### config.mk
export PLATFORM = sky130hd
export DESIGN_NAME = hgom_bin_div
export DESIGN_NICKNAME = d
export VERILOG_FILES = /design/src/rtl/core/hgom_pkg.sv /design/src/rtl/core/hgom_bin_div.sv
export SDC_FILE = /design/constraint.sdc
export NUM_CORES = 1
export LEC_CHECK = 0
export BUFFER_PORTS_ARGS = -buffer_cell sky130_fd_sc_hd__buf_4
export CORE_ASPECT_RATIO = 1.75
export CORE_MARGIN = 1
export CORE_UTILIZATION = 38
export DETAILED_ROUTE_END_ITERATION = 10
export GPL_TIMING_DRIVEN = 0
export PLACE_DENSITY_LB_ADDON = 0.3
export SLEW_MARGIN = 0
export SYNTH_ARGS = -nofsm -noshare
export SYNTH_HDL_FRONTEND = slang
export SYNTH_SLANG_ARGS = --single-unit
### constraint.sdc
create_clock -name clock -period 5.25 [get_ports clock]
set_input_delay 0.525 -clock clock [delete_from_list [all_inputs] [get_ports clock]]
set_output_delay 0.525 -clock clock [all_outputs]
set_load 0.005 [all_outputs]
### src/rtl/core/hgom_pkg.sv
// Shared constants and types of the height grid obstacle mapper.
// Grid geometry, field widths and the stored cell layout; no dependencies.
package hgom_pkg;

   localparam int GRID_CELLS = 400;
   localparam int HALF_CELLS = GRID_CELLS / 2;
   localparam int NUM_CELLS  = GRID_CELLS * GRID_CELLS;
   localparam int ADDR_W     = $clog2(NUM_CELLS);
   localparam int BIN_W      = $clog2(GRID_CELLS);

   localparam int COORD_W    = 16;
   localparam int IDX_W      = 9;
   localparam int CS_W       = 10;
   localparam int THR_W      = 16;
   localparam int CSR_W      = 16;
   localparam int CS_MAX     = (1 << CS_W) - 1;
   localparam int EXT_W      = $clog2(GRID_CELLS * CS_MAX + 1);
   localparam int BDIV_W     = (EXT_W > CS_W + BIN_W) ? EXT_W : CS_W + BIN_W;

   localparam int SUM_W      = 32;
   localparam int CNT_W      = 16;
   localparam int MEAN_W     = CNT_W + 1;

   typedef struct packed {
      logic signed [SUM_W-1:0] sum;
      logic [CNT_W-1:0]        count;
   } cell_type;

endpackage

### src/rtl/core/hgom_bin_div.sv
// Two-lane restoring divider that turns the lateral offset and the forward
// distance into cell indexes, one quotient bit per cycle. Uses hgom_pkg.
module hgom_bin_div
   import hgom_pkg::*;
(
   input  logic             clock,
   input  logic             reset,
   input  logic             start,
   input  logic [CS_W-1:0]  divisor,
   input  logic [EXT_W-1:0] dvd_a,
   input  logic [EXT_W-1:0] dvd_b,
   output logic             done,
   output logic [BIN_W-1:0] quot_a,
   output logic [BIN_W-1:0] quot_b
);

   localparam int STEP_W = $clog2(BIN_W);

   logic              busy_ff;
   logic              done_ff;
   logic [STEP_W-1:0] step_ff;
   logic [BDIV_W-1:0] dsr_ff;
   logic [BDIV_W-1:0] rem_a_ff;
   logic [BDIV_W-1:0] rem_b_ff;
   logic [BIN_W-1:0]  qa_ff;
   logic [BIN_W-1:0]  qb_ff;
   logic              ge_a;
   logic              ge_b;

   assign ge_a = rem_a_ff >= dsr_ff;
   assign ge_b = rem_b_ff >= dsr_ff;

   always_ff @(posedge clock) begin
      if (reset) begin
         busy_ff <= 1'b0;
         done_ff <= 1'b0;
         step_ff <= '0;
      end else begin
         done_ff <= 1'b0;
         if (start) begin
            busy_ff <= 1'b1;
            step_ff <= STEP_W'(BIN_W - 1);
         end else if (busy_ff) begin
            step_ff <= step_ff - 1'b1;
            if (step_ff == '0) begin
               busy_ff <= 1'b0;
               done_ff <= 1'b1;
            end
         end
      end
   end

   always_ff @(posedge clock) begin
      if (start) begin
         dsr_ff   <= BDIV_W'(divisor) << (BIN_W - 1);
         rem_a_ff <= BDIV_W'(dvd_a);
         rem_b_ff <= BDIV_W'(dvd_b);
         qa_ff    <= '0;
         qb_ff    <= '0;
      end else if (busy_ff) begin
         dsr_ff   <= dsr_ff >> 1;
         rem_a_ff <= ge_a ? rem_a_ff - dsr_ff : rem_a_ff;
         rem_b_ff <= ge_b ? rem_b_ff - dsr_ff : rem_b_ff;
         qa_ff    <= {qa_ff[BIN_W-2:0], ge_a};
         qb_ff    <= {qb_ff[BIN_W-2:0], ge_b};
      end
   end

   assign done   = done_ff;
   assign quot_a = qa_ff;
   assign quot_b = qb_ff;

endmodule

==> flow_metrics.tcl, run 1 <==
set metrics [dict create \
    arrival_ns 3.42 \
    max_freq_mhz 296 \
    ys.flop_type "edfxtp_1" \
    max_slew_margin 0.474 \
    muxShareOfSynthArea 0.0549 \
    synth_common_cells "nand2_1, nor2_1, edfxtp_1" \
    cts_root_buffer "clkbuf_16" \
    worstHoldPathCells 2 \
    swShare 0.366 \
    cts_buffers 9 \
    first_global_vias 4770 \
    yosys.area.top_type "edfxtp_1" \
    synth-seq-cells 80 \
    synth_compound_area_frac 0.209 \
    gr-usage-all-layers 0.215 \
    p_switching_uw 878 \
    grt-ovfl-total 0 \
    synth_xor_area_frac 0.0255 \
    ys_seq_area_frac 0.404 \
    synthAdderAreaFrac 0.0977 \
    r2r_cells 9 \
    setup_viol 0 \
    fin_ws_ns 1.88 \
    cp_max_fo 10 \
    p_int_uw 1520 \
    status "completed" \
    gp_congestion 0.918 \
    drive_gt1_frac 0.163 \
    synthDistinctLibCells 65 \
    tightestPinTransition_ns 0.789 \
    cts_setup_buffers 0 \
    clock_power_share 0.270 \
    clkTransAtPathRegs_ns 0.07 \
    worstSetupPathType "reg -> reg" \
    chipWidth_um 90.0 \
    yosys.area_share.simple 0.166 \
    clk_latency_ns 0.34 \
    finalSetupTns_ns 0 \
    start_kind "flip-flop" \
    routed_via_density 5.65 \
    antenna-diode-count 0 \
    finalCritPeriodShare 0.643 \
    dieArea_um2 14000 \
    grt_antenna_before_repair 0 \
    syn_nets 650 \
    pin_count 70 \
    regToRegSetupSlack_ns 1.88 \
    multiInputGateArea_um2 2860 \
    nFillCells 1325 \
    cts_hold_buf 0 \
    dpl_worst_slack_ns 1.88 \
    min_path_type "in -> reg" \
    drc_errors 0 \
    fin_worst_skew_ns 0.00956 \
    maxCapViolCount 0 \
    holdWs_ns 0.385 \
    cts_sinks 80 \
    clk_path_buf_depth 2 \
    powerDensity_nw_per_um2 386 \
    avgSynthCellArea_um2 9.19 \
    synth_most_common_cell "nand2_1" \
    slew_viol_final 0 \
    hpwl_um 11300 \
    netlist_area_um2 5150 \
    seq_area_um2 2080 \
    drt_iter0_drc 319 \
    p_leak_uw 0.00253 \
    grt_pass1_wl_um 23300 \
    max-vdd-ir-drop_v 0.000163 \
    yosys_warnings 0 \
    postRouteAntennaNets 0 \
    synthArstFlopShare 0 \
    h-tree-depth 3 \
    wl_um 14600 \
    synth_edf_count 48 \
    post_cts_resized 0 \
    io_buffer_count 68 \
    finalHoldViolations 0 \
    finalCriticalPeriod_ns 3.37 \
    syn_to_final_growth_pct 20.9 \
    die_h_um 156 \
    core_area_um2 13100 \
    dr.pass1.iters 5 \
    cp-end-kind "flip-flop" \
    cts_tree "built" \
    grt_max_degree 17 \
    power.total_uw 2400 \
    synth.area.top_cells "edfxtp_1, dfxtp_1, ha_1, mux2i_1, nand2_1" \
    p_seq_frac 0.342 \
    synth_top_family_by_area "compound AO/OA/AOI/OAI gates" \
    start_util 0.394 \
    routed-via-count 4616 \
    combPwrFrac 0.388 \
    grt_setup_unrepaired "no" \
    required_ns 5.30 \
    synth_top_area_share 0.280 \
    rows 55 \
    post_drt_wl_per_cell_um 17.8 \
    fin_nets 731 \
    netlist_instances 560 \
]
## layout by cell type (no fill, tap or decap), drive strengths merged, types with 26 or more instances in the layout
cell type,Yosys,layout
buf,10,80
nand2,67,67
nor2,53,53
edfxtp,48,48
inv,36,40
ha,37,37
o21ai,34,34
a21oi,33,33
dfxtp,32,32
mux2i,26,26
## logic make-up after synthesis
| family | Yosys count |
|---|---|
| AND/OR/NAND/NOR | 186 |
| AO/OA/AOI/OAI | 154 |
| flip-flops | 80 |
| buffers and inverters | 58 |
| adder cells (fa/ha/maj) | 39 |
| multiplexers | 28 |
| XOR/XNOR | 15 |
## flip-flops by register name (all words and copies together) (netlist names)
name and flops:
rem_b_ff 19, quot_b 9, busy_ff 1, done 1, step_ff 4, dsr_ff 18, quot_a 9, rem_a_ff 19
## power by group through the flow
stage | Clock, µW | Sequential [µW] | Combinational [µW]
CTS | 657 | 822 | 926
global placement | 0 | 835 | 885
finish | 649 | 821 | 932
global route | 678 | 831 | 1040
floorplan | 0 | 823 | 690
detailed placement | 0 | 836 | 918
## worst max-delay path: stages, from the launching register on
cell and delay, ns:
dfxtp_1 0.45, inv_1 0.13, ha_1 0.32, nor2b_1 0.17, o2111ai_1 0.25, a21o_4 0.31
a2111oi_4 0.41, o21ai_2 0.14, a31oi_2 0.65, buf_6 0.26
## per-stage QoR
| step | instance area, µm² | utilization | cells |
|---|---|---|---|
| after floorplan | 5150 | - | 560 |
| after global placement | 5870 | 0.449 | 799 |
| after detailed placement | 5920 | 0.453 | 801 |
| after CTS | 6230 | 0.476 | 817 |
| after global routing | 6230 | 0.476 | 817 |
| final | 6230 | 0.476 | 817 |
## path summary, 6_finish.rpt
kind                     startpoint                endpoint
min reg2reg  quot_b[8]$_SDFFE_PP0P_  quot_b[8]$_SDFFE_PP0P_
min                           reset      busy_ff$_SDFF_PP0_
max reg2reg  dsr_ff[1]$_SDFFE_PP0P_   rem_a_ff[8]$_DFFE_PP_
max          dsr_ff[1]$_SDFFE_PP0P_   rem_a_ff[8]$_DFFE_PP_
## cell type report
type | count | area share
Sequential cell | 80 | 0.334
Clock buffer | 10 | 0.0402
Inverter | 36 | 0.0217
Buffer | 22 | 0.0137
Multi-Input combinational cell | 422 | 0.459
Clock inverter | 6 | 0.00884
Timing Repair Buffer | 70 | 0.0882
Tap cell | 171 | 0.0344
## routing by layer
layer	part of all wire	wire length [µm]	track usage
met2	0.51	7400	0.390
met5	0	0	0
met4	0.057	825	0.137
met3	0.054	787	0.0375
met1	0.38	5550	0.228
No activity file was read; power rests on OpenSTA's default activity.
==> run 2, diff against run 1 <==
- ABC_AREA: default -> 1
- clock period: 5.25 -> 3.4 ns (I/O delays scaled with it)
==> run 2 against run 1 <==
Net effect:
- critical path depth grew 1
- sequential share of layout area shrank 0.54 points
- area after synthesis up 2.9%
- clock power increased by 57%
- first-iteration DRC count is 36% lower
- sequential power increased by 50%
==> flow_metrics.tcl, run 2 <==
set metrics [dict create \
    status "completed" \
    p_leak_uw 0.00299 \
    slew_viol_final 0 \
    max_stage_delay_ns 0.76 \
    arrival_ns 2.79 \
    die_h_um 158 \
    yosys.area.top_type "edfxtp_1" \
    p_switching_uw 1280 \
    netlist_area_um2 5300 \
    synth_most_common_cell "nand2_1" \
    synth.area.top_cells "edfxtp_1, nand2_1, dfxtp_1, ha_1, inv_1" \
    reg_top3 "rem_a_ff (19), rem_b_ff (19), dsr_ff (18)" \
    powerDensity_nw_per_um2 569 \
    postRouteAntennaNets 0 \
    grt-ovfl-total 0 \
    synth_top_area_share 0.272 \
    finalSetupTns_ns 0 \
    maxCapViolCount 0 \
    worstSetupPathType "reg -> reg" \
    chipWidth_um 91.3 \
    setup_viol 0 \
    gp_congestion 0.942 \
    cts_tree "built" \
    core_area_um2 13500 \
    synthDistinctLibCells 32 \
    ys_seq_area_frac 0.393 \
    synthArstFlopShare 0 \
    syn_to_final_growth_pct 19.5 \
    fin_worst_skew_ns 0.00696 \
    synth-seq-cells 80 \
    clk_latency_ns 0.34 \
    nFillCells 1406 \
    globalRouteMet3Util 0.0437 \
    cts_buffers 9 \
    io_buffer_count 68 \
    drc_errors 0 \
    clkTransAtPathRegs_ns 0.06 \
    syn_nets 824 \
    drt_iter0_drc 205 \
    synth_edf_count 48 \
    final_common_cell "nand2_1" \
    ys.flop_type "edfxtp_1" \
    dpl_worst_slack_ns 0.376 \
    post_cts_resized 0 \
    min_path_type "in -> reg" \
    swShare 0.355 \
    p_int_uw 2320 \
    routed_via_density 4.99 \
    power.total_uw 3600 \
    cp_cell_sequence "inv_1 -> ha_1 -> nand3_1 -> nand3_1 -> nand2_1 -> nand2_2 -> nand2_2 -> nand2_1 -> nand2_1 -> nand3_1" \
    fin_nets 903 \
    first_global_vias 4991 \
    tightestPinTransition_ns 1.11 \
    dieArea_um2 14400 \
    pin_count 70 \
    use_met2 0.408 \
    netlist_instances 734 \
    cp_max_fo 19 \
    grt_max_degree 20 \
    hpwl_um 11800 \
    h-tree-depth 3 \
    post_drt_wl_per_cell_um 14.9 \
    antenna-diode-count 0 \
    fin_ws_ns 0.384 \
    cts_hold_buf 0 \
    final_util 0.468 \
    slowest_stage "nand3_1" \
    start_util 0.392 \
    drive_gt1_frac 0.126 \
    p_seq_frac 0.341 \
    cpLargestDelayFamily "simple AND/OR/NAND/NOR gates" \
    cts_setup_buffers 0 \
    required_ns 3.18 \
    clk_path_buf_depth 2 \
    finalHoldViolations 0 \
    grt_pass1_wl_um 23700 \
    wl_um 14800 \
    cts_sinks 80 \
    max-vdd-ir-drop_v 0.000299 \
    gr-usage-all-layers 0.216 \
    finalCritPeriodShare 0.887 \
    synth_common_cells "nand2_1, inv_1, nand3_1" \
    cp-end-kind "flip-flop" \
    avgSynthCellArea_um2 7.22 \
    grt_antenna_before_repair 0 \
    routed-via-count 4953 \
    start_kind "flip-flop" \
    use_met1 0.215 \
    max_slew_margin 0.255 \
    rows 56 \
    combPwrFrac 0.377 \
    layout_common_cells "nand2_1, inv_1, buf_4" \
    worstPathBufferInverterCount 1 \
    finalCriticalPeriod_ns 3.02 \
    grt_setup_unrepaired "no" \
    busiest_layer "met2" \
    yosys_warnings 0 \
    stdcell_count 992 \
    dr.pass1.iters 4 \
    max_freq_mhz 332 \
    clock_power_share 0.282 \
    dp_cells 976 \
    cts_root_buffer "clkbuf_16" \
]
-- run 2: worst paths after layout --
| path | from | endpoint | slack, ns | cells past startpoint |
|---|---|---|---|---|
| max | dsr_ff[1]$_SDFFE_PP0P_ | rem_b_ff[3]$_DFFE_PP_ | 0.38 | 10 |
| min | reset | step_ff[3]$_SDFFE_PP0P_ | 0.17 | 2 |
| max reg2reg | dsr_ff[1]$_SDFFE_PP0P_ | rem_b_ff[3]$_DFFE_PP_ | 0.38 | 10 |
| min reg2reg | quot_a[8]$_SDFFE_PP0P_ | quot_a[8]$_SDFFE_PP0P_ | 0.46 | 2 |
-- run 2: worst reg2reg max path, cell delays in order (launching register included) --
cell and delay (ns):
dfxtp_1 0.43, inv_1 0.15, ha_1 0.41, nand3_1 0.12, nand3_1 0.14, nand2_1 0.12
nand2_2 0.09, nand2_2 0.08, nand2_1 0.07, nand2_1 0.08, nand3_1 0.76
-- run 2: kinds of logic (layout without fill, tap and decap cells) --
family	count (synthesis)	count (layout)	synth area share
AND/OR/NAND/NOR	389	389	0.309
AO/OA/AOI/OAI	95	95	0.0964
buffers and inverters	119	203	0.0867
XOR/XNOR	12	12	0.0198
adder cells (fa/ha/maj)	39	39	0.0949
flip-flops	80	80	0.393
-- run 2: power by group through the flow --
stage | Sequential [µW] | Combinational [µW] | Clock [µW]
floorplan | 1230 | 1010 | 0
global placement | 1250 | 1330 | 0
detailed placement | 1250 | 1350 | 0
CTS | 1230 | 1350 | 1030
global route | 1240 | 1540 | 1070
finish | 1230 | 1360 | 1020
-- run 2: layout make-up --
| class | count | area (µm²) | area share |
|---|---|---|---|
| well taps | 174 | 218 | 0.0344 |
| clock buffers | 11 | 233 | 0.0368 |
| repair buffers | 68 | 510 | 0.0806 |
| multi-input cells | 535 | 2760 | 0.435 |
| inverters | 102 | 383 | 0.0605 |
| clock inverters | 5 | 71.3 | 0.0113 |
| flip-flops and latches | 80 | 2080 | 0.329 |
| plain buffers | 17 | 76.3 | 0.0121 |
-- run 2: layer usage --
layer	wire length, µm	part of all wire
met1	5460	0.37
met4	804	0.054
met2	7840	0.53
met3	712	0.048
met5	0	0
-- run 2: metrics by stage --
stage	area, µm²	hold WS, ns
after floorplan	5300	0.409
after global placement	6030	0.442
after detailed placement	6030	0.451
after CTS	6330	0.167
after global routing	6330	0.174
final	6330	0.174
