<file path="src/rtl/core/hgom_pkg.sv">
// Shared constants and types of the height grid obstacle mapper.
// Grid geometry, field widths and the stored cell layout; no dependencies.
package hgom_pkg;

   localparam int GRID_CELLS = 400;
   localparam int HALF_CELLS = GRID_CELLS / 2;
   localparam int NUM_CELLS  = GRID_CELLS * GRID_CELLS;
   localparam int ADDR_W     = $clog2(NUM_CELLS);
   localparam int BIN_W      = $clog2(GRID_CELLS);

   localparam int COORD_W    = 16;
   localparam int IDX_W      = 9;
   localparam int CS_W       = 10;
   localparam int THR_W      = 16;
   localparam int CSR_W      = 16;
   localparam int CS_MAX     = (1 << CS_W) - 1;
   localparam int EXT_W      = $clog2(GRID_CELLS * CS_MAX + 1);
   localparam int BDIV_W     = (EXT_W > CS_W + BIN_W) ? EXT_W : CS_W + BIN_W;

   localparam int SUM_W      = 32;
   localparam int CNT_W      = 16;
   localparam int MEAN_W     = CNT_W + 1;

   typedef struct packed {
      logic signed [SUM_W-1:0] sum;
      logic [CNT_W-1:0]        count;
   } cell_type;

endpackage

</file>
<file path="src/rtl/core/hgom_mean_div.sv">
// Radix-2 restoring divider for the cell mean: signed sum over point count,
// truncated toward zero, one quotient bit per cycle. Uses hgom_pkg.
module hgom_mean_div
   import hgom_pkg::*;
(
   input  logic                     clock,
   input  logic                     reset,
   input  logic                     start,
   input  logic signed [SUM_W-1:0]  dividend,
   input  logic [CNT_W-1:0]         divisor,
   output logic                     done,
   output logic signed [MEAN_W-1:0] mean
);

   localparam int STEP_W = $clog2(SUM_W);

   logic              busy_ff;
   logic              done_ff;
   logic [STEP_W-1:0] step_ff;
   logic              neg_ff;
   logic [SUM_W-1:0]  dvd_ff;
   logic [CNT_W-1:0]  dsr_ff;
   logic [CNT_W-1:0]  rem_ff;
   logic [CNT_W:0]    rem_sh;
   logic              ge;
   logic [CNT_W:0]    rem_sub;
   logic [SUM_W-1:0]  mag;

   assign mag     = dividend[SUM_W-1] ? SUM_W'(-dividend) : SUM_W'(dividend);
   assign rem_sh  = {rem_ff, dvd_ff[SUM_W-1]};
   assign ge      = rem_sh >= {1'b0, dsr_ff};
   assign rem_sub = rem_sh - {1'b0, dsr_ff};

   always_ff @(posedge clock) begin
      if (reset) begin
         busy_ff <= 1'b0;
         done_ff <= 1'b0;
         step_ff <= '0;
      end else begin
         done_ff <= 1'b0;
         if (start) begin
            busy_ff <= 1'b1;
            step_ff <= STEP_W'(SUM_W - 1);
         end else if (busy_ff) begin
            step_ff <= step_ff - 1'b1;
            if (step_ff == '0) begin
               busy_ff <= 1'b0;
               done_ff <= 1'b1;
            end
         end
      end
   end

   always_ff @(posedge clock) begin
      if (start) begin
         neg_ff <= dividend[SUM_W-1];
         dvd_ff <= mag;
         dsr_ff <= divisor;
         rem_ff <= '0;
      end else if (busy_ff) begin
         rem_ff <= ge ? rem_sub[CNT_W-1:0] : rem_sh[CNT_W-1:0];
         dvd_ff <= {dvd_ff[SUM_W-2:0], ge};
      end
   end

   assign done = done_ff;
   assign mean = neg_ff ? -$signed(dvd_ff[MEAN_W-1:0]) : $signed(dvd_ff[MEAN_W-1:0]);

endmodule

</file>
<file path="config.mk">
export PLATFORM = sky130hd
export DESIGN_NAME = hgom_mean_div
export DESIGN_NICKNAME = d
export VERILOG_FILES = /design/src/rtl/core/hgom_pkg.sv /design/src/rtl/core/hgom_mean_div.sv
export SDC_FILE = /design/constraint.sdc
export NUM_CORES = 1
export LEC_CHECK = 0
export ABC_AREA = 1
export BUFFER_PORTS_ARGS = -buffer_cell sky130_fd_sc_hd__buf_2
export CORE_UTILIZATION = 54
export CTS_CLUSTER_DIAMETER = 30
export DETAILED_ROUTE_END_ITERATION = 8
export PLACE_DENSITY = 0.75
export SYNTH_ARGS = -nofsm -noshare
export SYNTH_HDL_FRONTEND = slang
export SYNTH_SLANG_ARGS = --single-unit
export TNS_END_PERCENT = 30
</file>
<file path="constraint.sdc">
create_clock -name clock -period 4.1 [get_ports clock]
set_clock_uncertainty 0.2 [all_clocks]
set_input_delay 1.025 -clock clock [delete_from_list [all_inputs] [get_ports clock]]
set_output_delay 1.025 -clock clock [all_outputs]
set_load 0.005 [all_outputs]
</file>
==> metrics.json, run 1 <==
{
  "total_power_w": 0.00183,
  "crit-reg2reg-launch": "dsr_ff[12]",
  "peak_supply_drop_mv": 0.241,
  "slew_violations": 0,
  "post_cts_resized": 0,
  "cts_num_sinks": 72,
  "dominant_combinational_cell_family_by_area_after_synthesis": "simple AND/OR/NAND/NOR gates",
  "synthTopCellsByArea": "edfxtp_1 29%, nand2_1 14%, dfxtp_1 8.9%",
  "die_h_um": 99.7,
  "holdCritPathClass": "reg2reg",
  "tritoncts.num_buffers": 9,
  "worst_ep_required_time_ps": 2870,
  "yosysWarnings": 0,
  "drive_gt1_share_pct": 14.8,
  "critical_path_peak_fanout": 3,
  "via_count_of_the_first_global_routing_pass": 4389,
  "cts_setup_buffers": 0,
  "ctsHtreeMaxLevel": 3,
  "ff2ff_setup_slack_ps": 1520,
  "final_util_pct": 62.7,
  "power.density_cell_area_nw_per_um2": 317,
  "number_of_antenna_violations_at_the_first_check_in_global_routing": 0,
  "drc": 0,
  "type_of_the_worst_setup_path": "reg2out",
  "initialDrtViolationCount": 251,
  "drtAntennaViolNets": 0,
  "critPathCaptureType": "output port",
  "dp_hpwl_um": 8960,
  "post-synth-top-area-fraction_pct": 28.5,
  "async_set_or_reset_flop_fraction_in_the_synthesized_netlist_pct": 0,
  "remaining_global_route_overflow": 0,
  "grt.total_usage_pct": 25.4,
  "clock_insertion_delay_worst_skew_ps": 350,
  "timing.max_cap.violations": 0,
  "area.growth.synth_to_final_pct": 12.4,
  "setup_violations": 0,
  "antenna_cells_inserted": 0,
  "final_period_minus_worst_setup_slack_ps": 3350,
  "yosys.area_share.adder_pct": 5.24,
  "synthMuxAreaShare_pct": 0,
  "cts-root-buf": "clkbuf_8",
  "worst_hold_path.num_cells": 2,
  "hold_path_end": "rem_ff[11]",
  "gp_congestion": 0.924,
  "post_syn_nets": 776,
  "synth-xor-area-share_pct": 7.14,
  "synth_flop_cell": "edfxtp_1",
  "ys_ff_latch": 72,
  "cts_tree": "built",
  "synth_cell_count_leaders": "196 x nand2_1, 99 x inv_1, 63 x nand3_1",
  "synth_cell_type_count": 42,
  "relSlewSlack_pct": 58.2,
  "complex_gate_fraction_of_the_synthesized_area_pct": 7.94,
  "io-pin-count": 69,
  "final_report_hold_violation_count": 0,
  "cts_buffer_depth": 2,
  "cp-start-kind": "flip-flop",
  "arrival_ps": 2130,
  "grt_pass1_wl_um": 19900,
  "final_nets": 843,
  "post_drt_wl_per_cell_um": 13.2,
  "floorplan.die.width_um": 99.7,
  "die-area_um2": 9940,
  "netlist_area_um2": 5150,
  "fmax_mhz": 298,
  "synth-edff-count": 49,
  "post_synth_inst_count": 704,
  "firstDrtPassIters": 4,
  "setup_tns_ps": 0,
  "fin_worst_hold_slack_ps": 271,
  "proportion_of_synthesized_chip_area_in_sequential_cells_pct": 37.5,
  "finalCritPeriodShare_pct": 81.7,
  "synth.largest_area_cell": "edfxtp_1",
  "effective_utilization_at_floorplan_pct": 55.8,
  "yosys.cell_count.top_type": "nand2_1",
  "rsz_0062_raised_after_global_routing": "false",
  "critical_path.reg2reg.endpoint": "dvd_ff[0]",
  "synthSimpleGateAreaFrac_pct": 32.8,
  "via_count": 4684,
  "via_count_normalized_by_instance_count": 5.18,
  "maximum_number_of_pins_on_one_net_before_global_route_repair": 40,
  "port_buffers": 68,
  "rows": 35,
  "total_routed_wirelength_um": 12000,
  "post_cts_hold_buffer_count": 0,
  "r2r.worst_path.cells": 10,
  "worst_hold_startpoint": "rem_ff[11]",
  "core_region_area_um2": 9240,
  "power_leakage_nw": 2.83,
  "clk_pin_slew_worst_setup_hold_paths_ps": 80,
  "syn_area_per_cell_um2": 7.32,
  "worst_pin_slew_ps": 626,
  "outcome": "complete, no violations"
}
==> worst max-delay path by stage <==
stage,to,slack [ps],from,depth (start not counted)
floorplan,step_ff[0],1450,start,4
global placement,mean[16],1180,dvd_ff[0],8
detailed placement,dvd_ff[16],1130,dividend[0],11
CTS,mean[16],750,dvd_ff[0],8
global route,mean[16],550,dvd_ff[0],8
finish,mean[16],750,dvd_ff[0],8
==> cell usage in the layout (no fill, tap or decap), types with 7 or more instances in the layout <==
cell type	Yosys	routed
inv_1	99	99
xor2_1	30	30
nand2_2	7	7
nand2_1	196	196
o21ai_0	46	46
dfxtp_1	23	23
ha_1	20	20
xnor2_1	12	12
buf_2	1	68
nand3_1	63	63
nor2_1	62	62
nand4_1	13	13
clkbuf_8	0	9
nor3_1	7	7
edfxtp_1	49	49
a21oi_1	13	13
==> through the flow <==
step                instance area (um^2)  setup WS [ps]  std cells
floorplan                           5150           1450        704
global placement                    5590           1180        889
detailed placement                  5590           1130        889
CTS                                 5790            748        905
global route                        5790            551        905
finish                              5790            748        905
==> critical path, stage by stage (launching register included) <==
cell      delay, ps
edfxtp_1        390
inv_1           110
ha_1            190
nand4_1         150
nor3_1          230
nand2_1         120
o21ai_0         300
xnor2_1         160
buf_2           130
==> layer usage <==
layer | part of all wire, % | GRT usage (%) | routed length (um) | vias to the layer above
met5 | 0 | 0 | 0 | -
met4 | 1.7 | 9.73 | 206 | 0
met3 | 6.2 | 4.71 | 740 | 13
met2 | 44 | 40.2 | 5290 | 127
met1 | 48 | 34.6 | 5720 | 2130
li1 | - | - | - | 2414
==> layout make-up <==
cell class / instances / area [um^2]
well taps: 129 / 161
clock inverters: 4 / 28.8
repair buffers: 73 / 378
inverters: 100 / 375
fillers: 829 / 3450
flip-flops and latches: 72 / 1930
clock buffers: 12 / 178
multi-input cells: 515 / 2740
==> power breakdown <==
group	switching [W]	internal, W	leakage (nW)
sequential	0.0000361	0.000848	0.681
clock	0.000283	0.000298	0.108
combinational	0.000226	0.000143	2.04
total	0.000545	0.00129	2.83
==> cell families (layout without fill, tap and decap cells) <==
| logic type | after synthesis | after routing |
|---|---|---|
| AO/OA/AOI/OAI | 75 | 75 |
| XOR/XNOR | 42 | 42 |
| adder cells (fa/ha/maj) | 21 | 21 |
| buffers and inverters | 117 | 189 |
| flip-flops | 72 | 72 |
| AND/OR/NAND/NOR | 377 | 377 |
==> state kept, by name (all words and copies together) (netlist names) <==
name	cells
busy_ff	1
dvd_ff	32
done	1
step_ff	5
rem_ff	16
dsr_ff	16
neg_ff	1
Note: power is estimated with default switching activity, not from simulation.
==> inputs of run 2 (changes only) <==
--- a/config.mk
+++ b/config.mk
@@ -5,12 +5,12 @@
 export SDC_FILE = /design/constraint.sdc
 export NUM_CORES = 1
 export LEC_CHECK = 0
-export ABC_AREA = 1
+export ABC_AREA = 0
 export BUFFER_PORTS_ARGS = -buffer_cell sky130_fd_sc_hd__buf_2
 export CORE_UTILIZATION = 54
 export CTS_CLUSTER_DIAMETER = 30
 export DETAILED_ROUTE_END_ITERATION = 8
-export PLACE_DENSITY = 0.75
+export PLACE_DENSITY = 0.76
 export SYNTH_ARGS = -nofsm -noshare
 export SYNTH_HDL_FRONTEND = slang
 export SYNTH_SLANG_ARGS = --single-unit
==> constraint.sdc (replaced) <==
create_clock -name clock -period 3.3 [get_ports clock]
set_clock_uncertainty 0.2 [all_clocks]
set_input_delay 0.825 -clock clock [delete_from_list [all_inputs] [get_ports clock]]
set_output_delay 0.825 -clock clock [all_outputs]
set_load 0.005 [all_outputs]
==> metrics.json, run 2 <==
{
  "outcome": "finished with violations",
  "failing_checks": "setup timing",
  "die-area": {"value": 9140, "unit": "um^2", "change": "-8.0%"},
  "final_common_cell": "buf_2",
  "post-synth-top-area-fraction": {"value": 31.1, "unit": "%", "change": "+2.5 points"},
  "power_leakage": {"value": 2.18, "unit": "nW", "change": "-23%"},
  "ctsHtreeMaxLevel": {"value": 3, "change": "unchanged"},
  "peak_supply_drop": {"value": 0.294, "unit": "mV", "change": "+22%"},
  "path_buf_inv": {"value": 2, "change": "unchanged"},
  "via_count": {"value": 4177, "change": "-11%"},
  "fmax_mhz": 303,
  "worst_hold_path.num_cells": {"value": 2, "change": "unchanged"},
  "netlist_area": {"value": 4730, "unit": "um^2", "change": "-8.2%"},
  "clock_insertion_delay_worst_skew": {"value": 360, "unit": "ps", "change": "about the same"},
  "cts_num_sinks": {"value": 72, "change": "unchanged"},
  "holdCritPathClass": "reg2reg",
  "async_set_or_reset_flop_fraction_in_the_synthesized_netlist": {"value": 0, "unit": "%", "change": "unchanged"},
  "slew_violations": {"value": 0, "change": "unchanged"},
  "remaining_global_route_overflow": {"value": 0, "change": "unchanged"},
  "multiInputGateArea": {"value": 2660, "unit": "um^2", "change": "-2.8%"},
  "post_cts_hold_buffer_count": {"value": 0, "change": "unchanged"},
  "firstDrtPassIters": {"value": 5, "change": "+1"},
  "ff2ff_setup_slack": {"value": 460, "unit": "ps", "change": "-1060 ps"},
  "critical_path.reg2reg.endpoint": "rem_ff[0]",
  "cts-root-buf": "clkbuf_8",
  "critPathCapture": "mean[16]",
  "critPathCaptureType": "output port",
  "synth_cell_count_leaders": "67 x nor2_1, 49 x edfxtp_1, 47 x a21oi_1",
  "synthTopCellsByArea": "edfxtp_1 31%, dfxtp_1 9.7%, xor2_1 5.7%",
  "most-common-layout-cells": "68 x buf_2, 67 x nor2_1, 49 x edfxtp_1",
  "maximum_number_of_pins_on_one_net_before_global_route_repair": {"value": 42, "change": "+5.0%"},
  "initialDrtViolationCount": {"value": 322, "change": "+28%"},
  "rows": {"value": 33, "change": "-5.7%"},
  "gp_congestion": {"value": 0.898, "change": "-2.8%"},
  "total_power": {"value": 0.00222, "unit": "W", "change": "+21%"},
  "syn_area_per_cell": {"value": 9.02, "unit": "um^2", "change": "+23%"},
  "power.density_cell_area": {"value": 407, "unit": "nW/um^2", "change": "+29%"},
  "dp_cells": {"value": 686, "change": "-23%"},
  "final_report_hold_violation_count": {"value": 0, "change": "unchanged"},
  "cts_buffer_depth": {"value": 2, "change": "unchanged"},
  "synth-edff-count": {"value": 49, "change": "unchanged"},
  "synth_cell_type_count": {"value": 54, "change": "+29%"},
  "critical-path-slowest-cell": "edfxtp_1",
  "drive_gt1_share": {"value": 20.0, "unit": "%", "change": "+5.1 points"},
  "layout.filler_cells": {"value": 683, "change": "-18%"},
  "floorplan.die.width": {"value": 95.6, "unit": "um", "change": "-4.1%"},
  "dp_hpwl": {"value": 8160, "unit": "um", "change": "-8.9%"},
  "finalCritPeriodShare_pct": 100,
  "timing.critical_path.max_delay_family": "simple AND/OR/NAND/NOR gates",
  "critical_path_cell_by_cell": "inv_2 -> ha_4 -> nand3b_1 -> or2_4 -> or3_4 -> o31ai_4 -> xnor2_1 -> buf_2",
  "timing.max_cap.violations": {"value": 0, "change": "unchanged"},
  "r2r.worst_path.cells": {"value": 8, "change": "-2"},
  "seq_area": {"value": 1930, "unit": "um^2", "change": "unchanged"},
  "reg.largest.list": "dvd_ff x32, dsr_ff x16, rem_ff x16",
  "relSlewSlack": {"value": 50.6, "unit": "%", "change": "-7.6 points"},
  "post_synth_inst_count": {"value": 525, "change": "-25%"},
  "via_count_normalized_by_instance_count": {"value": 5.92, "change": "+14%"},
  "core_region_area": {"value": 8340, "unit": "um^2", "change": "-9.7%"},
  "setup_violations": {"value": 2, "change": "+2"},
  "number_of_antenna_violations_at_the_first_check_in_global_routing": {"value": 0, "change": "unchanged"},
  "type_of_the_worst_setup_path": "reg2out",
  "drtAntennaViolNets": {"value": 0, "change": "unchanged"},
  "yosys.cell_count.top_type": "nor2_1",
  "worst_pin_slew": {"value": 738, "unit": "ps", "change": "+112 ps"},
  "post_drt_wl_per_cell": {"value": 15.7, "unit": "um", "change": "+19%"},
  "worst_setup_path_startpoint": "dvd_ff[0]",
  "arrival": {"value": 2280, "unit": "ps", "change": "+150 ps"},
  "crit-reg2reg-launch": "dsr_ff[12]",
  "cp-start-kind": "flip-flop",
  "rsz_0062_raised_after_global_routing": "true",
  "critical_path_peak_fanout": {"value": 3, "change": "unchanged"},
  "cts_tree": "built",
  "area.growth.synth_to_final_pct": 15.4,
  "ys_ff_latch": {"value": 72, "change": "unchanged"},
  "final-instance-count-excl-fill": {"value": 706, "change": "-22%"},
  "grt_pass1_wl": {"value": 18300, "unit": "um", "change": "-8.5%"},
  "grt.total_usage": {"value": 25.9, "unit": "%", "change": "+0.44 points"},
  "synth_flop_cell": "edfxtp_1",
  "io-pin-count": {"value": 69, "change": "unchanged"},
  "fin_ws": {"value": -5.44, "unit": "ps", "change": "-754 ps"},
  "tritoncts.num_buffers": {"value": 9, "change": "unchanged"},
  "die_h": {"value": 95.6, "unit": "um", "change": "-4.1%"},
  "clk_pin_slew_worst_setup_hold_paths": {"value": 70, "unit": "ps", "change": "about the same"},
  "final_period_minus_worst_setup_slack_ps": 3310,
  "antenna_cells_inserted": {"value": 0, "change": "unchanged"},
  "yosysWarnings": {"value": 0, "change": "unchanged"},
  "worst_ep_required_time": {"value": 2270, "unit": "ps", "change": "-600 ps"},
  "critical_path_cell_count": {"value": 8, "change": "unchanged"},
  "detailed_place.area": {"value": 5200, "unit": "um^2", "change": "-6.9%"},
  "effective_utilization_at_floorplan": {"value": 56.8, "unit": "%", "change": "+0.96 points"},
  "proportion_of_synthesized_chip_area_in_sequential_cells": {"value": 40.8, "unit": "%", "change": "+3.3 points"},
  "critPathMaxStageDelay": {"value": 440, "unit": "ps", "change": "+50 ps"},
  "largest_register_ffs": {"value": 32, "change": "unchanged"},
  "post_syn_nets": {"value": 597, "change": "-23%"},
  "port_buffers": {"value": 68, "change": "unchanged"},
  "final_nets": {"value": 668, "change": "-21%"},
  "drc": {"value": 0, "change": "unchanged"},
  "total_routed_wirelength": {"value": 11100, "unit": "um", "change": "-7.5%"},
  "via_count_of_the_first_global_routing_pass": {"value": 3816, "change": "-13%"},
  "largest-register": "dvd_ff",
  "finalInstanceArea": {"value": 5460, "unit": "um^2", "change": "-5.7%"},
  "synth.largest_area_cell": "edfxtp_1"
}
[run 2: worst min path at each step]
| stage | end | start |
|---|---|---|
| floorplan | rem_ff[13] | rem_ff[13] |
| CTS | rem_ff[3] | rem_ff[2] |
| global route | rem_ff[5] | rem_ff[5] |
| detailed placement | rem_ff[13] | rem_ff[13] |
| finish | rem_ff[3] | rem_ff[2] |
| global placement | rem_ff[3] | rem_ff[2] |
[run 2: stage by stage]
step	utilization, %	hold WS (ps)	setup slack, ps	setup TNS (ps)
CTS	65.0	309	-55.8	-112
global placement	62.4	291	172	0
global route	65.5	335	-116	-398
floorplan	-	251	424	0
finish	65.5	309	-5.44	-7.24
detailed placement	62.4	299	159	0
[run 2: power breakdown]
group | leakage [nW] | internal (W) | switching [W]
clock | 0.0761 | 0.000271 | 0.000319
combinational | 1.43 | 0.000230 | 0.000289
sequential | 0.670 | 0.00106 | 0.0000579
[run 2: cell families (layout without fill, tap and decap cells)]
family                     after synthesis  in the layout  synth area share, %
AOI/OAI and AO/OA                      145            145                 19.8
xor gates and xnor gates                56             56                 10.4
adders and majority gates               21             21                 5.71
buffers and inverters                   55            131                 4.57
DFF                                     72             72                 40.8
muxes                                    6              6                 1.37
and+or+nand+nor                        170            170                 17.4
[run 2: per-layer routing]
layer	vias up	wire (um)	GRT usage, %
met2	163	5030	38.8
met5	-	0	0
li1	2063	-	-
met1	1941	5140	37.5
met4	0	99	6.47
met3	10	799	6.22
[run 2: cell type report]
type / instances / share of cell area (%)
Multi-Input combinational cell: 398 / 48.8
Inverter: 29 / 1.99
Clock inverter: 2 / 0.160
Timing Repair Buffer: 86 / 8.71
Clock buffer: 14 / 2.61
Sequential cell: 72 / 35.4
Tap cell: 105 / 2.41
[run 2: tightest hold or removal path, delay by kind of cell (launching register included)]
family / cells / cell delay (ps)
compound gates: 1 / 70
flops: 1 / 330
simple gates: 1 / 60
[run 2: repair_timing]
action / in CTS / in global routing
setup buffers: 3 / 1
resized for setup: 13 / 5
setup endpoints to repair: 4 / 4
pin swaps: 3 / 1
==> inputs of run 3 (changes only) <==
--- a/config.mk
+++ b/config.mk
@@ -11,6 +11,7 @@
 export CTS_CLUSTER_DIAMETER = 30
 export DETAILED_ROUTE_END_ITERATION = 8
 export PLACE_DENSITY = 0.76
+export RECOVER_POWER = 50
 export SYNTH_ARGS = -nofsm -noshare
 export SYNTH_HDL_FRONTEND = slang
 export SYNTH_SLANG_ARGS = --single-unit
==> constraint.sdc (replaced) <==
create_clock -name clock -period 3.3 [get_ports clock]
set_clock_uncertainty 0.2 [all_clocks]
set_input_delay 0.66 -clock clock [delete_from_list [all_inputs] [get_ports clock]]
set_output_delay 0.66 -clock clock [all_outputs]
set_load 0.005 [all_outputs]
==> metrics.json, run 3 (synthesis results as in run 2) <==
{
  "outcome": "complete, no violations",
  "worst_pin_slew": {"value": 1310, "unit": "ps", "change": "+572 ps"},
  "number_of_antenna_violations_at_the_first_check_in_global_routing": {"value": 0, "change": "unchanged"},
  "maximum_number_of_pins_on_one_net_before_global_route_repair": {"value": 51, "change": "+21%"},
  "cts_buffer_depth": {"value": 2, "change": "unchanged"},
  "cp-start-kind": "flip-flop",
  "critical_path_peak_fanout": {"value": 3, "change": "unchanged"},
  "ff2ff_setup_slack": {"value": 430, "unit": "ps", "change": "-30 ps"},
  "timing.max_cap.violations": {"value": 0, "change": "unchanged"},
  "path_buf_inv": {"value": 2, "change": "unchanged"},
  "via_count_of_the_first_global_routing_pass": {"value": 3796, "change": "-0.52%"},
  "finalInstanceArea": {"value": 5410, "unit": "um^2", "change": "-0.87%"},
  "worst_ep_required_time": {"value": 2440, "unit": "ps", "change": "+170 ps"},
  "core_region_area": {"value": 8340, "unit": "um^2", "change": "unchanged"},
  "power.sequential.fraction": {"value": 50.4, "unit": "%", "change": "+0.3 points"},
  "initialDrtViolationCount": {"value": 256, "change": "-20%"},
  "detailed_place.area": {"value": 5180, "unit": "um^2", "change": "-0.48%"},
  "dp_hpwl": {"value": 8090, "unit": "um", "change": "-0.84%"},
  "critPathCaptureType": "output port",
  "clock_insertion_delay_worst_skew": {"value": 350, "unit": "ps", "change": "about the same"},
  "critical-path-slowest-cell": "edfxtp_1",
  "net_switching_fraction_of_the_power": {"value": 30.1, "unit": "%", "change": "+0.11 points"},
  "ctsHtreeMaxLevel": {"value": 3, "change": "unchanged"},
  "cts_tree": "built",
  "share_clk_of_total_power": {"value": 26.8, "unit": "%", "change": "+0.2 points"},
  "most-common-layout-cells": "67 x nor2_1, 66 x buf_2, 49 x edfxtp_1",
  "final_period_minus_worst_setup_slack": {"value": 3190, "unit": "ps", "change": "-113 ps"},
  "grtUsageMet3": {"value": 5.98, "unit": "%", "change": "-0.24 points"},
  "crit-reg2reg-launch": "dsr_ff[12]",
  "layout.filler_cells": {"value": 717, "change": "+5.0%"},
  "relSlewSlack": {"value": 12.7, "unit": "%", "change": "-38 points"},
  "die-area": {"value": 9140, "unit": "um^2", "change": "unchanged"},
  "floorplan.die.width": {"value": 95.6, "unit": "um", "change": "unchanged"},
  "holdCritPathClass": "in2reg",
  "peak_supply_drop": {"value": 0.261, "unit": "mV", "change": "-11%"},
  "largest-register": "dvd_ff",
  "worst_hold_path.num_cells": {"value": 1, "change": "-1"},
  "drc": {"value": 0, "change": "unchanged"},
  "power.density_cell_area": {"value": 411, "unit": "nW/um^2", "change": "+0.87%"},
  "final_nets": {"value": 667, "change": "-0.15%"},
  "final_report_hold_violation_count": {"value": 0, "change": "unchanged"},
  "total_routed_wirelength": {"value": 11200, "unit": "um", "change": "+1.5%"},
  "largest_register_ffs": {"value": 32, "change": "unchanged"},
  "tritoncts.num_buffers": {"value": 9, "change": "unchanged"},
  "rsz_0062_raised_after_global_routing": "false",
  "arrival": {"value": 2330, "unit": "ps", "change": "+50 ps"},
  "power_leakage": {"value": 2.15, "unit": "nW", "change": "-1.3%"},
  "via_count": {"value": 4176, "change": "-0.024%"},
  "reg.largest.list": "dvd_ff x32, dsr_ff x16, rem_ff x16",
  "drtAntennaViolNets": {"value": 0, "change": "unchanged"},
  "remaining_global_route_overflow": {"value": 0, "change": "unchanged"},
  "area.growth.synth_to_final_pct": 14.4,
  "rows": {"value": 33, "change": "unchanged"},
  "timing.critical_path.max_delay_family": "simple AND/OR/NAND/NOR gates",
  "r2r.worst_path.cells": {"value": 8, "change": "unchanged"},
  "fmax": {"value": 313, "unit": "MHz", "change": "+3.5%"},
  "worst_hold_startpoint": "divisor[10]",
  "grt_pass1_wl": {"value": 17900, "unit": "um", "change": "-1.9%"},
  "netSwitchingPower": {"value": 0.000669, "unit": "W", "change": "+0.35%"},
  "part_of_the_power_in_combinational_logic": {"value": 22.9, "unit": "%", "change": "-0.4 points"},
  "post_cts_hold_buffer_count": {"value": 0, "change": "unchanged"},
  "critPathMaxStageDelay": {"value": 450, "unit": "ps", "change": "about the same"},
  "via_count_normalized_by_instance_count": {"value": 5.92, "change": "+0.12%"},
  "setup_violations": {"value": 0, "change": "-2"},
  "hold_path_end": "dsr_ff[10]",
  "grtUsageMet1": {"value": 35.6, "unit": "%", "change": "-1.9 points"},
  "gp_congestion": {"value": 0.888, "change": "-1.1%"},
  "die_h": {"value": 95.6, "unit": "um", "change": "unchanged"},
  "grt_util_met2": {"value": 39.4, "unit": "%", "change": "+0.65 points"},
  "port_buffers": {"value": 68, "change": "unchanged"},
  "cts_num_sinks": {"value": 72, "change": "unchanged"},
  "drive_gt1_share": {"value": 18.7, "unit": "%", "change": "-1.3 points"},
  "grt.total_usage": {"value": 25.3, "unit": "%", "change": "-0.56 points"},
  "finalCritPeriodShare": {"value": 96.7, "unit": "%", "change": "-3.4 points"},
  "final_common_cell": "nor2_1",
  "critical_path_cell_by_cell": "inv_2 -> ha_4 -> nand3b_1 -> or2_4 -> or3_4 -> o31ai_4 -> xnor2_1 -> buf_2",
  "grt-busiest-layer": "met2",
  "post_drt_wl_per_cell": {"value": 15.9, "unit": "um", "change": "+1.6%"},
  "antenna_cells_inserted": {"value": 0, "change": "unchanged"},
  "cts-root-buf": "clkbuf_8",
  "firstDrtPassIters": {"value": 5, "change": "unchanged"},
  "slew_violations": {"value": 0, "change": "unchanged"},
  "type_of_the_worst_setup_path": "reg2out",
  "setup_tns": {"value": 0, "unit": "ps", "change": "+7.24 ps"},
  "io-pin-count": {"value": 69, "change": "unchanged"},
  "effective_utilization_at_floorplan": {"value": 56.8, "unit": "%", "change": "unchanged"},
  "critical_path.reg2reg.endpoint": "rem_ff[6]",
  "internal-power": {"value": 0.00156, "unit": "W", "change": "-0.16%"},
  "clk_pin_slew_worst_setup_hold_paths": {"value": 70, "unit": "ps", "change": "about the same"}
}
[run 3: changes by cell type in the layout (fill, tap and decap cells not counted)]
cell      change
or3_1         +1
o31ai_4       -1
clkbuf_1      +4
buf_2         -2
clkbuf_2      +2
xnor2_2       -1
or3_4         -1
xnor2_1       +1
buf_4         -5
o31ai_2       +1
o21ai_1       +1
o21ai_2       -1
[run 3: routing by layer]
| layer | part of all wire [%] | vias up |
|---|---|---|
| met3 | 5.8 | 17 |
| met2 | 46 | 124 |
| met5 | 0 | - |
| li1 | - | 2059 |
| met4 | 1.4 | 0 |
| met1 | 47 | 1976 |
[run 3: power by group through the flow]
stage	Combinational [W]	Sequential, W	Clock, W
after floorplan	0.000331	0.00111	0
after global placement	0.000469	0.00113	0
after detailed placement	0.000483	0.00114	0
after CTS	0.000490	0.00112	0.000606
after global routing	0.000568	0.00113	0.000648
final	0.000508	0.00112	0.000595
[run 3: per-stage QoR]
step / std cells / power, W / util [%] / setup slack [ps] / hold WS (ps)
after global routing: 705 / 0.00235 / 64.9 / 3.32 / 260
final: 705 / 0.00222 / 64.9 / 108 / 276
after global placement: 681 / 0.00160 / 62.1 / 357 / 291
after floorplan: 525 / 0.00145 / - / 589 / 251
after CTS: 698 / 0.00221 / 64.1 / 7.48 / 267
after detailed placement: 681 / 0.00162 / 62.1 / 294 / 292
[run 3: layout make-up]
class | count | area (um^2) | area share [%]
Clock inverter | 2 | 8.76 | 0.162
Sequential cell | 72 | 1930 | 35.7
Timing Repair Buffer | 85 | 453 | 8.37
Clock buffer | 14 | 143 | 2.63
Multi-Input combinational cell | 398 | 2640 | 48.7
Tap cell | 105 | 131 | 2.43
Inverter | 29 | 109 | 2.01
[run 3: what timing repair did]
item / in CTS / in global routing
setup buffers: 1 / 7
pin swaps: 0 / 3
resized for setup: 2 / 12
endpoints found under the setup margin: 3 / 4
[run 3: worst register-to-register path, cell delays in order (launching register included)]
cell       delay (ps)
edfxtp_1          320
inv_1              40
ha_1              370
a21oi_1           380
o21ai_0           130
or2_2             340
o21ai_2           370
a221oi_1          170
a2111oi_0         410
[run 3: worst max-delay path by stage]
stage                  from          to  slack (ps)  depth (start not counted)
3_3_place_gp   dividend[16]  dvd_ff[25]         360                          7
2_1_floorplan  dividend[16]  dvd_ff[25]         590                          6
5_1_grt           dvd_ff[3]    mean[15]           3                          7
6_report          dvd_ff[1]    mean[16]         110                          8
3_5_place_dp   dividend[16]  dvd_ff[25]         290                          7
4_1_cts           dvd_ff[1]    mean[14]           7                          8
